[config.mk]
export PLATFORM = sky130hd
export DESIGN_NAME = gpio_port_with_pin_interrupts_top
export DESIGN_NICKNAME = d
export VERILOG_FILES = /design/src/hdl/gpc_pkg.sv /design/src/hdl/gpc_pin_cell.sv /design/src/hdl/gpio_port_with_pin_interrupts_top.sv
export SDC_FILE = /design/constraint.sdc
export NUM_CORES = 1
export LEC_CHECK = 0
export ABC_AREA = 1
export BUFFER_PORTS_ARGS = -buffer_cell sky130_fd_sc_hd__buf_2
export CAP_MARGIN = 15
export CORE_ASPECT_RATIO = 1.25
export CORE_UTILIZATION = 45
export DETAILED_ROUTE_END_ITERATION = 12
export PLACE_DENSITY = 0.61
export SLEW_MARGIN = 20
export SYNTH_ARGS = -nofsm -noshare
export SYNTH_HDL_FRONTEND = slang
export SYNTH_SLANG_ARGS = --single-unit
[constraint.sdc]
create_clock -name clock -period 6.75 [get_ports clock]
set_input_delay 0.675 -clock clock [delete_from_list [all_inputs] [get_ports clock]]
set_output_delay 0.675 -clock clock [all_outputs]
set_load 0.02 [all_outputs]
[src/hdl/gpc_pkg.sv]
`timescale 1ns / 1ps
// ----------------------------------------------------------------------------
// GPIO controller package
// Shared widths, codes and interface structs of the pin-interrupt GPIO port.
// ----------------------------------------------------------------------------
package gpc_pkg;

   localparam int PORT_W            = 32;
   localparam int HALF_PINS         = 16;
   localparam int PIN_IDX_W         = 5;
   localparam int PIN_COUNT_DEFAULT = 32;
   localparam int CSR_IDX_W         = 3;
   localparam int MODE_W            = 2;

   typedef enum logic [1:0] {
      ACT_READ  = 2'd0,
      ACT_WRITE = 2'd1,
      ACT_TICK  = 2'd2
   } action_type;

   typedef enum logic [2:0] {
      SEL_DATA   = 3'd0,
      SEL_SET    = 3'd1,
      SEL_CLEAR  = 3'd2,
      SEL_TOGGLE = 3'd3,
      SEL_IRQ_EN = 3'd4,
      SEL_STATUS = 3'd5
   } reg_sel_type;

   typedef enum logic [CSR_IDX_W-1:0] {
      CSR_DIRECTION = 3'd0,
      CSR_MODE_LOW  = 3'd1,
      CSR_MODE_HIGH = 3'd2,
      CSR_ANY_EDGE  = 3'd3
   } csr_idx_type;

   typedef enum logic [MODE_W-1:0] {
      MODE_LOW_LEVEL  = 2'd0,
      MODE_HIGH_LEVEL = 2'd1,
      MODE_RISING     = 2'd2,
      MODE_FALLING    = 2'd3
   } irq_mode_type;

   // Per-pin slice of an accepted request
   typedef struct packed {
      logic        accept;
      action_type  action;
      reg_sel_type sel;
      logic        wdata;
      logic        pad;
   } pin_req_type;

   // Per-pin slice of a configuration write
   typedef struct packed {
      logic                  we;
      logic [CSR_IDX_W-1:0]  index;
      logic                  bit_data;
      logic [MODE_W-1:0]     mode_data;
   } pin_csr_type;

   // Per-pin state seen by the port logic
   typedef struct packed {
      logic latch;
      logic dir;
      logic data_rd;
      logic enable;
      logic status;
      logic pend;
      logic is_first;
   } pin_stat_type;

endpackage

[src/hdl/gpc_pin_cell.sv]
`timescale 1ns / 1ps
// ----------------------------------------------------------------------------
// GPIO pin cell
// Holds one pin's configuration, latch, enable, status and last pad sample,
// and passes the pending-search carry on to the next pin up.
// ----------------------------------------------------------------------------
module gpc_pin_cell #(
   parameter int PIN_INDEX = 0
) (
   input  logic                  clock,
   input  logic                  reset,
   input  gpc_pkg::pin_req_type  req,
   input  gpc_pkg::pin_csr_type  csr,
   input  logic                  found_in,
   output logic                  found_out,
   output gpc_pkg::pin_stat_type stat
);

   localparam logic [gpc_pkg::CSR_IDX_W-1:0] MODE_REG =
      (PIN_INDEX < gpc_pkg::HALF_PINS) ? gpc_pkg::CSR_MODE_LOW : gpc_pkg::CSR_MODE_HIGH;

   logic                      dir_ff, dir_in;
   logic                      any_ff, any_in;
   logic [gpc_pkg::MODE_W-1:0] mode_ff, mode_in;
   logic                      latch_ff, latch_in;
   logic                      enable_ff, enable_in;
   logic                      status_ff, status_in;
   logic                      prev_ff, prev_in;
   logic                      hit;
   logic                      pend;

   always_comb begin
      dir_in  = dir_ff;
      any_in  = any_ff;
      mode_in = mode_ff;
      if (csr.we) begin
         if (csr.index == gpc_pkg::CSR_DIRECTION) begin
            dir_in = csr.bit_data;
         end
         if (csr.index == gpc_pkg::CSR_ANY_EDGE) begin
            any_in = csr.bit_data;
         end
         if (csr.index == MODE_REG) begin
            mode_in = csr.mode_data;
         end
      end
   end

   // Condition of this pin against the previous sample
   always_comb begin
      if (any_ff) begin
         hit = req.pad ^ prev_ff;
      end else begin
         case (gpc_pkg::irq_mode_type'(mode_ff))
            gpc_pkg::MODE_LOW_LEVEL:  hit = ~req.pad;
            gpc_pkg::MODE_HIGH_LEVEL: hit = req.pad;
            gpc_pkg::MODE_RISING:     hit = ~prev_ff & req.pad;
            gpc_pkg::MODE_FALLING:    hit = prev_ff & ~req.pad;
            default:                  hit = 1'b0;
         endcase
      end
   end

   always_comb begin
      latch_in  = latch_ff;
      enable_in = enable_ff;
      status_in = status_ff;
      prev_in   = prev_ff;
      if (req.accept) begin
         case (req.action)
            gpc_pkg::ACT_WRITE: begin
               case (req.sel)
                  gpc_pkg::SEL_DATA:   latch_in  = req.wdata;
                  gpc_pkg::SEL_SET:    latch_in  = latch_ff | req.wdata;
                  gpc_pkg::SEL_CLEAR:  latch_in  = latch_ff & ~req.wdata;
                  gpc_pkg::SEL_TOGGLE: latch_in  = latch_ff ^ req.wdata;
                  gpc_pkg::SEL_IRQ_EN: enable_in = req.wdata;
                  gpc_pkg::SEL_STATUS: status_in = status_ff & ~req.wdata;
                  default: ;
               endcase
            end
            gpc_pkg::ACT_TICK: begin
               status_in = status_ff | hit;
               prev_in   = req.pad;
            end
            default: ;
         endcase
      end
   end

   always_ff @(posedge clock) begin
      if (reset) begin
         dir_ff    <= 1'b0;
         any_ff    <= 1'b0;
         mode_ff   <= '0;
         latch_ff  <= 1'b0;
         enable_ff <= 1'b0;
         status_ff <= 1'b0;
         prev_ff   <= 1'b0;
      end else begin
         dir_ff    <= dir_in;
         any_ff    <= any_in;
         mode_ff   <= mode_in;
         latch_ff  <= latch_in;
         enable_ff <= enable_in;
         status_ff <= status_in;
         prev_ff   <= prev_in;
      end
   end

   assign pend      = status_ff & enable_ff;
   assign found_out = found_in | pend;

   assign stat.latch    = latch_ff;
   assign stat.dir      = dir_ff;
   assign stat.data_rd  = dir_ff ? latch_ff : prev_ff;
   assign stat.enable   = enable_ff;
   assign stat.status   = status_ff;
   assign stat.pend     = pend;
   assign stat.is_first = pend & ~found_in;

endmodule

[src/hdl/gpio_port_with_pin_interrupts_top.sv]
`timescale 1ns / 1ps
// ----------------------------------------------------------------------------
// GPIO port with pin interrupts
// A row of pin cells with a registered response stage.
// ----------------------------------------------------------------------------
// Usage:
//   req_* carries one bus read, bus write or pad-sample tick per request;
//   it is taken at a clock edge with req_valid high and req_stall low.
//   rsp_* returns one response per request: read data, pad drive signals,
//   the two half-port interrupt lines and the lowest enabled pending pin,
//   all as they stand after the request has taken effect.
//   csr_* writes direction, mode and any-edge registers; write it only
//   while no response is outstanding.
// Response: registered, and valid in the cycle after the request is taken.
// Flow: one request per cycle while req_stall is low; the pin cells update
//   on accept and the response register frees up in the cycle it is taken.
// Stall: while rsp_stall holds a response, req_stall is raised and the
//   response and pin state hold.
// Reset: clears every pin cell's configuration, latch, enable, status and
//   pad sample and empties the response stage, but not the read data.
// ----------------------------------------------------------------------------
module gpio_port_with_pin_interrupts_top #(
   parameter int PIN_COUNT = gpc_pkg::PIN_COUNT_DEFAULT
) (
   input  logic                              clock,
   input  logic                              reset,
   input  logic                              req_valid,
   output logic                              req_stall,
   input  logic [1:0]                        req_action,
   input  logic [2:0]                        req_reg_select,
   input  logic [gpc_pkg::PORT_W-1:0]        req_write_data,
   input  logic [gpc_pkg::PORT_W-1:0]        req_pad_levels,
   output logic                              rsp_valid,
   input  logic                              rsp_stall,
   output logic [gpc_pkg::PORT_W-1:0]        rsp_read_data,
   output logic [gpc_pkg::PORT_W-1:0]        rsp_pad_out,
   output logic [gpc_pkg::PORT_W-1:0]        rsp_pad_drive_enable,
   output logic                              rsp_irq_low_half,
   output logic                              rsp_irq_high_half,
   output logic                              rsp_pending_found,
   output logic [gpc_pkg::PIN_IDX_W-1:0]     rsp_first_pending_pin,
   input  logic                              csr_write_enable,
   input  logic [gpc_pkg::CSR_IDX_W-1:0]     csr_index,
   input  logic [gpc_pkg::PORT_W-1:0]        csr_write_data
);

   logic                              accept;
   logic                              rsp_valid_ff, rsp_valid_in;
   logic [gpc_pkg::PORT_W-1:0]        read_data_ff, read_data_in;
   logic [gpc_pkg::PORT_W:0]          found_chain;
   logic [gpc_pkg::PORT_W-1:0]        latch_v, dir_v, data_v, enable_v, status_v;
   logic [gpc_pkg::PORT_W-1:0]        pend_v, first_v;
   logic [gpc_pkg::PIN_IDX_W-1:0]     first_idx;

   assign req_stall = rsp_valid_ff & rsp_stall;
   assign accept    = req_valid & ~req_stall;
   assign found_chain[0] = 1'b0;

   for (genvar p = 0; p < gpc_pkg::PORT_W; p++) begin : g_pin
      if (p < PIN_COUNT) begin : g_cell
         gpc_pkg::pin_req_type  cell_req;
         gpc_pkg::pin_csr_type  cell_csr;
         gpc_pkg::pin_stat_type cell_stat;

         assign cell_req.accept = accept;
         assign cell_req.action = gpc_pkg::action_type'(req_action);
         assign cell_req.sel    = gpc_pkg::reg_sel_type'(req_reg_select);
         assign cell_req.wdata  = req_write_data[p];
         assign cell_req.pad    = req_pad_levels[p];

         assign cell_csr.we        = csr_write_enable;
         assign cell_csr.index     = csr_index;
         assign cell_csr.bit_data  = csr_write_data[p];
         assign cell_csr.mode_data =
            csr_write_data[gpc_pkg::MODE_W*(p % gpc_pkg::HALF_PINS) +: gpc_pkg::MODE_W];

         gpc_pin_cell #(
            .PIN_INDEX (p)
         ) u_cell (
            .clock     (clock),
            .reset     (reset),
            .req       (cell_req),
            .csr       (cell_csr),
            .found_in  (found_chain[p]),
            .found_out (found_chain[p+1]),
            .stat      (cell_stat)
         );

         assign latch_v[p]  = cell_stat.latch;
         assign dir_v[p]    = cell_stat.dir;
         assign data_v[p]   = cell_stat.data_rd;
         assign enable_v[p] = cell_stat.enable;
         assign status_v[p] = cell_stat.status;
         assign pend_v[p]   = cell_stat.pend;
         assign first_v[p]  = cell_stat.is_first;
      end else begin : g_absent
         assign found_chain[p+1] = found_chain[p];
         assign latch_v[p]  = 1'b0;
         assign dir_v[p]    = 1'b0;
         assign data_v[p]   = 1'b0;
         assign enable_v[p] = 1'b0;
         assign status_v[p] = 1'b0;
         assign pend_v[p]   = 1'b0;
         assign first_v[p]  = 1'b0;
      end
   end

   // One-hot to index of the lowest enabled pending pin
   always_comb begin
      first_idx = '0;
      for (int p = 0; p < gpc_pkg::PORT_W; p++) begin
         if (first_v[p]) begin
            first_idx = first_idx | gpc_pkg::PIN_IDX_W'(p);
         end
      end
   end

   // Reads leave the pin state alone, so sample it before the edge
   always_comb begin
      read_data_in = '0;
      if (gpc_pkg::action_type'(req_action) == gpc_pkg::ACT_READ) begin
         case (gpc_pkg::reg_sel_type'(req_reg_select))
            gpc_pkg::SEL_DATA:   read_data_in = data_v;
            gpc_pkg::SEL_IRQ_EN: read_data_in = enable_v;
            gpc_pkg::SEL_STATUS: read_data_in = status_v;
            default:             read_data_in = '0;
         endcase
      end
   end

   assign rsp_valid_in = accept | (rsp_valid_ff & rsp_stall);

   always_ff @(posedge clock) begin
      if (reset) begin
         rsp_valid_ff <= 1'b0;
      end else begin
         rsp_valid_ff <= rsp_valid_in;
      end
   end

   always_ff @(posedge clock) begin
      if (accept) begin
         read_data_ff <= read_data_in;
      end
   end

   // Pin state holds while a response waits, so it drives the response directly
   assign rsp_valid             = rsp_valid_ff;
   assign rsp_read_data         = read_data_ff;
   assign rsp_pad_out           = latch_v;
   assign rsp_pad_drive_enable  = dir_v;
   assign rsp_irq_low_half      = |pend_v[gpc_pkg::HALF_PINS-1:0];
   assign rsp_irq_high_half     = |pend_v[gpc_pkg::PORT_W-1:gpc_pkg::HALF_PINS];
   assign rsp_pending_found     = found_chain[gpc_pkg::PORT_W];
   assign rsp_first_pending_pin = first_idx;

endmodule

# Word-level counts from Yosys, hierarchy flattened
# Cells that the tools add are included.
# W data, S select, Z words.
[totals]
inputBits = 109
output_inout_bits = 106
reg_bits = 289
wordCells = 1765
[op_classes]
reduce_logical = 45
bitwise = 481
n_eq_ne = 116
muxes = 897
[ops]
columns = ["operator", "n"]
rows = [
  ["$mux W1", 705],
  ["$pmux W1 S4", 64],
  ["$and A1 B1 Y1", 193],
  ["$mux W2", 66],
  ["$eq A2 B2 Y1 const B", 65],
  ["$not A1 Y1", 128],
  ["$or A1 B1 Y1", 96],
  ["$pmux W32 S3", 1],
  ["$mux W5", 16],
  ["$eq A2 B1 Y1 const B", 33],
  ["$logic_not A2 Y1", 33],
  ["$pmux W1 S2", 32],
  ["$xor A1 B1 Y1", 64],
  ["$mux W32", 1],
  ["$mux W4", 8],
  ["$reduce_or A16 Y1", 2],
  ["$ne A2 B1 Y1 const B", 7],
  ["$eq A3 B2 Y1 const B", 4],
  ["$mux W3", 4],
  ["$reduce_and A2 Y1", 5],
  ["$reduce_and A3 Y1", 3],
  ["$eq A3 B1 Y1 const B", 2],
  ["$eq A3 B3 Y1 const B", 2],
  ["$logic_not A3 Y1", 2],
  ["3 further kinds", 3],
]

# Logic depth before layout (Yosys ltp)
[logic_depth]
depth_word = 34
depth_mapped = 11
ltp_nobuf = 11

# By module
# From an unflattened synthesis, not the netlist that was laid out.
[unflattened]
cells_unflattened = 3098
area_unflattened_um2 = 20862.5
[modules_own_cells]
columns = ["mod", "area_per_inst_um2", "n_inst", "cells_per_inst", "seq_area_each_um2"]
rows = [
  ["gpc_pin_cell at g_pin[0].g_cell.u_cell ...", 569.3, 31, 86, 160.2],
  ["gpio_port_with_pin_interrupts_top", 2630.0, 1, 344, 980.9],
  ["gpc_pin_cell at g_pin[12].g_cell.u_cell", 584.3, 1, 88, 160.2],
]

# Least setup slack after synthesis
# No wires, ideal clock.
[synth_timing]
kind = "input -> register"
startpoint = "input port rsp_stall"
endpoint = "register g_pin[25].g_cell.u_cell.status_ff"
setup_ps = 132
path_stages = 8
n_path_buf = 1
t_arrival_ps = 2644
setup_slack_ps = 3974
required_ps = 6618
path_cell_list = "nand2_1 > inv_2 > nor2_2 > nand2_1 > a21boi_2 > buf_2 > nor3_1 > nor3_1"
[synth_between]
elab_chain_len = 5
elab_cells_between_ends = 6
classes_between = "eq/ne: 2; bitwise: 3; reduce/logical: 1"
[synth_rtl]
columns = ["item", "line_no", "rtl"]
rows = [
  ["start, declared", "gpio_port_with_pin_interrupts_top.sv:34", "input logic rsp_stall,"],
  ["$and A1 B1 Y1 (*)", "gpio_port_with_pin_interrupts_top.sv:55", "assign req_stall = rsp_valid_ff & rsp_stall;"],
  ["named net req_stall", "gpio_port_with_pin_interrupts_top.sv:28", "output logic req_stall,"],
  ["$not A1 Y1 (*)", "gpio_port_with_pin_interrupts_top.sv:56", "assign accept = req_valid & ~req_stall;"],
  ["$and A1 B1 Y1 (*)", "gpio_port_with_pin_interrupts_top.sv:56", ""],
  ["named net accept", "gpio_port_with_pin_interrupts_top.sv:47", "logic accept;"],
  ["$ne A3 B2 Y1 (no line) or $ne A3 B1 Y1 (tied branches)", "-", ""],
  ["$reduce_and A3 Y1 (no line) (*)", "-", ""],
  ["end signal, assigned", "gpc_pin_cell.sv:106", "status_ff <= status_in;"],
  ["end, declared", "gpc_pin_cell.sv:27", "logic status_ff, status_in;"],
]
# The timed path passes the listed nets; every way through them passes the cells marked *.
# A chain may end at the register's enable or synchronous reset.

# Final worst setup path
[layout_timing]
startpoint = "register g_pin[13].g_cell.u_cell.status_ff"
endpoint = "output port rsp_first_pending_pin[4] in the netlist's numbering"
[layout_between]
elab_chain_len = 22
elab_cells_between_ends = 67
classes_between = "mux: 16; bitwise: 51"
[layout_rtl]
columns = ["item", "line_no", "rtl"]
rows = [
  ["start, declared", "gpc_pin_cell.sv:27", ""],
  ["start signal, assigned", "gpc_pin_cell.sv:106", ""],
  ["$and A1 B1 Y1 (*)", "gpc_pin_cell.sv:111", "assign pend = status_ff & enable_ff;"],
  ["$or A1 B1 Y1 (*) (3 in a row)", "gpc_pin_cell.sv:112", "assign found_out = found_in | pend;"],
  ["$not A1 Y1 or $or A1 B1 Y1 (tied branches)", "gpc_pin_cell.sv:120, gpc_pin_cell.sv:112", ""],
  ["$and A1 B1 Y1 (tied with other cells)", "gpc_pin_cell.sv:120", "assign stat.is_first = pend & ~found_in;"],
  ["$mux W5 (tied with other cells) (14 in a row)", "gpio_port_with_pin_interrupts_top.sv:112", "if (first_v[p]) begin"],
  ["$mux W5 or $and A1 B1 Y1 (tied branches)", "gpio_port_with_pin_interrupts_top.sv:112, gpc_pin_cell.sv:120", ""],
  ["$mux W5 (*)", "gpio_port_with_pin_interrupts_top.sv:112", ""],
  ["end, declared", "gpio_port_with_pin_interrupts_top.sv:41", "output logic [gpc_pkg::PIN_IDX_W-1:0] rsp_first_pending_pin,"],
]
# Every way passes the cells marked *; elsewhere a longest branch is shown, timed or not.

==> summary.txt <==
Status
  • Status: finished clean

Die
  • Die height: 216 µm
  • Rows: 77
  • Die Area: 37300 µm²
  • Initial core utilization: 46.2%
  • Chip width: 173 µm
  • Core ar.: 35600 µm²
  • I/O pins: 215

STA
  • Worst Slack Setup Final: 3.56 ns
  • Final slew viol count: 0
  • Final setup vio count: 0
  • Worst-margin pin slew: 1.03 ns
  • Final period utilization: 47.2%
  • Post-layout min period: 3.19 ns
  • Relative slew slack: 31.2%
  • Final hold vios: 0
  • Fmax: 0.314 GHz
  • Final clock skew: 0.0170 ns
  • Hold Slack: 0.436 ns
  • RSZ-0062 raised after global routing: false
  • Setup TNS Final: 0 ns

Global routing
  • First-pass GRT wire length: 85400 µm
  • Met1 GRT Util: 42.2%
  • Vias in the first global route: 14400
  • Met3 GRT Util: 3.84%
  • Largest net degree at the start of global routing: 126
  • Initial antenna violation count: 0
  • Overall Global Routing Usage: 29.7%
  • Overflow after GRT: 0
  • Met2 usage: 45.5%
  • Layer with the highest usage: met2

Logic synthesis
  • Top_reg_cell synth: dfxtp_1
  • Netlist cell types: 41
  • Post-synthesis compound-gate area fraction: 20.5%
  • Post-Synth Adder-Cell Area: 9.73%
  • Simple-Gate Fraction of Synth Area: 19.5%
  • Synth Cell Area: 16500 µm²
  • Synth Net Count: 2388
  • Top-count cell post-synth: nand2_1
  • Async S/R FF share, synth: 0%
  • Synth warn: 0
  • Post-synth EDFFs: 32
  • Post-synthesis xor/xnor area fraction: 0.692%
  • Main combinational cell family by area after synthesis: compound AO/OA/AOI/OAI gates
  • Synth area leaders: dfxtp_1 31%, ha_1 9.7%, nand2_1 7.3%
  • Mux contribution to synthesized area: 0%
  • Synth area leader: dfxtp_1
  • Cells after Synth: 2151
  • Yosys top cell area share: 31.3%
  • Sequential area share after synthesis: 37.1%
  • #FFs+latches synth: 289
  • Avg Cell Area, Syn: 7.65 µm²
  • Most frequent cells after synthesis: 318 x nand2_1, 271 x inv_1, 257 x dfxtp_1

Routing
  • TritonRoute pass-1 iters: 5
  • Vias: 15300
  • DRC viols: 0
  • WL final: 55800 µm
  • Average routed wire per standard cell: 20.4 µm
  • Drt via density: 5.58
  • Post-route ant nets: 0
  • Initial drt markers: 1531

Worst setup path
  • Worst Path Max Fanout: 4
  • Kind of critical path: flop to output pin
  • Critical Path RT: 6.07 ns
  • Startpoint Class: flop
  • CP arrival: 2.51 ns
  • CP Capture Type: output pin

CTS
  • H-tree depth: 2
  • Post-CTS setup buffers: 0
  • Cts hold-fix bufs: 0
  • CTS tree: done
  • CTS root buffer: clkbuf_16
  • Worst-path clk slew: 0.06 ns
  • Clock Latency Late Sink: 0.53 ns
  • Clock tree buffer depth: 3
  • Clk sinks: 289
  • CTS-repair resized insts: 0
  • Number of buffers created by CTS: 34

Pwr
  • Maximum vdd ir drop: 0.137 mV
  • Pwr dens: 231 nW/µm²
  • Leakage: 8.09 nW

Final layout
  • Nets: 2475
  • Proportion of layout cells with a drive suffix above 1: 16.0%
  • Synth-to-layout area growth: 12.3%
  • Post-Layout Cell Count: 2737
  • Post-layout util: 51.9%
  • # fillers: 3497
  • Number of diodes: 0

Place
  • Placer congestion estimate: 0.892
  • Place WS: 3.11 ns
  • Count of buffers from port buffering: 214
  • DP Cell Count: 2676
  • Post-DP HPWL: 41100 µm

Hold path
  • Min-delay worst type: input pin to flop

Run
  • Max Cap Viol: 0
metal layers:
metal	up-vias	wire length (µm)
met3	81	3610
li1	7375	-
met1	7250	25500
met2	555	24800
met4	0	2010
met5	-	0
layout make-up:
type / instances / area, µm² / area share (%)
multi-input combinational: 1402 / 8340 / 45.1
sequential: 289 / 6110 / 33.0
timing repair buffer: 232 / 1220 / 6.61
clock buffer: 49 / 1060 / 5.74
inverter: 279 / 1050 / 5.67
tap: 474 / 593 / 3.21
clock inverter: 12 / 110 / 0.596
worst max-delay path, cell delays in order (launching register included):
cell and delay [ns]:
dfxtp_1 0.45, nand2_1 0.18, nand2_1 0.16, nor2_2 0.07
nand2_4 0.09, nor2_4 0.05, nand2_2 0.10, nor2_4 0.05
nand2_1 0.13, nand2_1 0.07, nor3_1 0.32, nand3_1 0.13
buf_2 0.18
per-stage QoR:
step / cell area, µm² / power (mW)
final: 18500 / 4.27
after global routing: 18500 / 4.42
after CTS: 18500 / 4.29
after detailed placement: 17300 / 2.36
after global placement: 17300 / 2.35
after floorplan: 16500 / 2.17
sequential cells by signal, summed over array words and instances, names as in the netlist:
name,count
rsp_read_data,32
g_pin.g_cell.u_cell.enable_ff,32
rsp_valid,1
g_pin.g_cell.u_cell.dir_ff,32
g_pin.g_cell.u_cell.mode_ff,64
g_pin.g_cell.u_cell.status_ff,32
g_pin.g_cell.u_cell.latch_ff,32
g_pin.g_cell.u_cell.any_ff,32
g_pin.g_cell.u_cell.prev_ff,32
layout by cell type (no fill, tap or decap), types with 17 or more instances in the layout:
master / n
nand2_1: 317
inv_1: 271
dfxtp_1: 257
buf_2: 213
a21oi_1: 212
nor2_1: 204
ha_1: 128
a211oi_1: 107
nand3_1: 91
o21ai_0: 80
nor3_1: 68
clkbuf_16: 37
o2111ai_1: 32
edfxtp_1: 32
a211oi_2: 28
nand4_1: 24
a221oi_1: 22
buf_4: 17
cell families after synthesis:
family,after synthesis
AO/OA/AOI/OAI,521
adder cells (fa/ha/maj),128
AND/OR/NAND/NOR,740
XOR/XNOR,13
buffers and inverters,460
flip-flops,289
worst paths after layout:
kind | start | end | slack (ns) | depth (start not counted)
setup / recovery | g_pin[13].g_cell.u_cell.status_ff$_SDFFE_PP0P_ | rsp_first_pending_pin[4] | 3.56 | 12
hold / removal | rsp_stall | rsp_valid$_SDFF_PP0_ | 0.44 | 3
setup reg to reg | rsp_valid$_SDFF_PP0_ | g_pin[19].g_cell.u_cell.status_ff$_SDFFE_PP0P_ | 3.86 | 8
hold reg to reg | g_pin[29].g_cell.u_cell.any_ff$_SDFFE_PP0P_ | g_pin[29].g_cell.u_cell.any_ff$_SDFFE_PP0P_ | 0.48 | 2
power breakdown:
| part | switching [mW] | total, mW | internal [mW] |
|---|---|---|---|
| registers | 0.0544 | 1.85 | 1.79 |
| clock network | 0.776 | 1.94 | 1.17 |
| logic | 0.337 | 0.482 | 0.146 |
(Power assumes the default switching activity.)
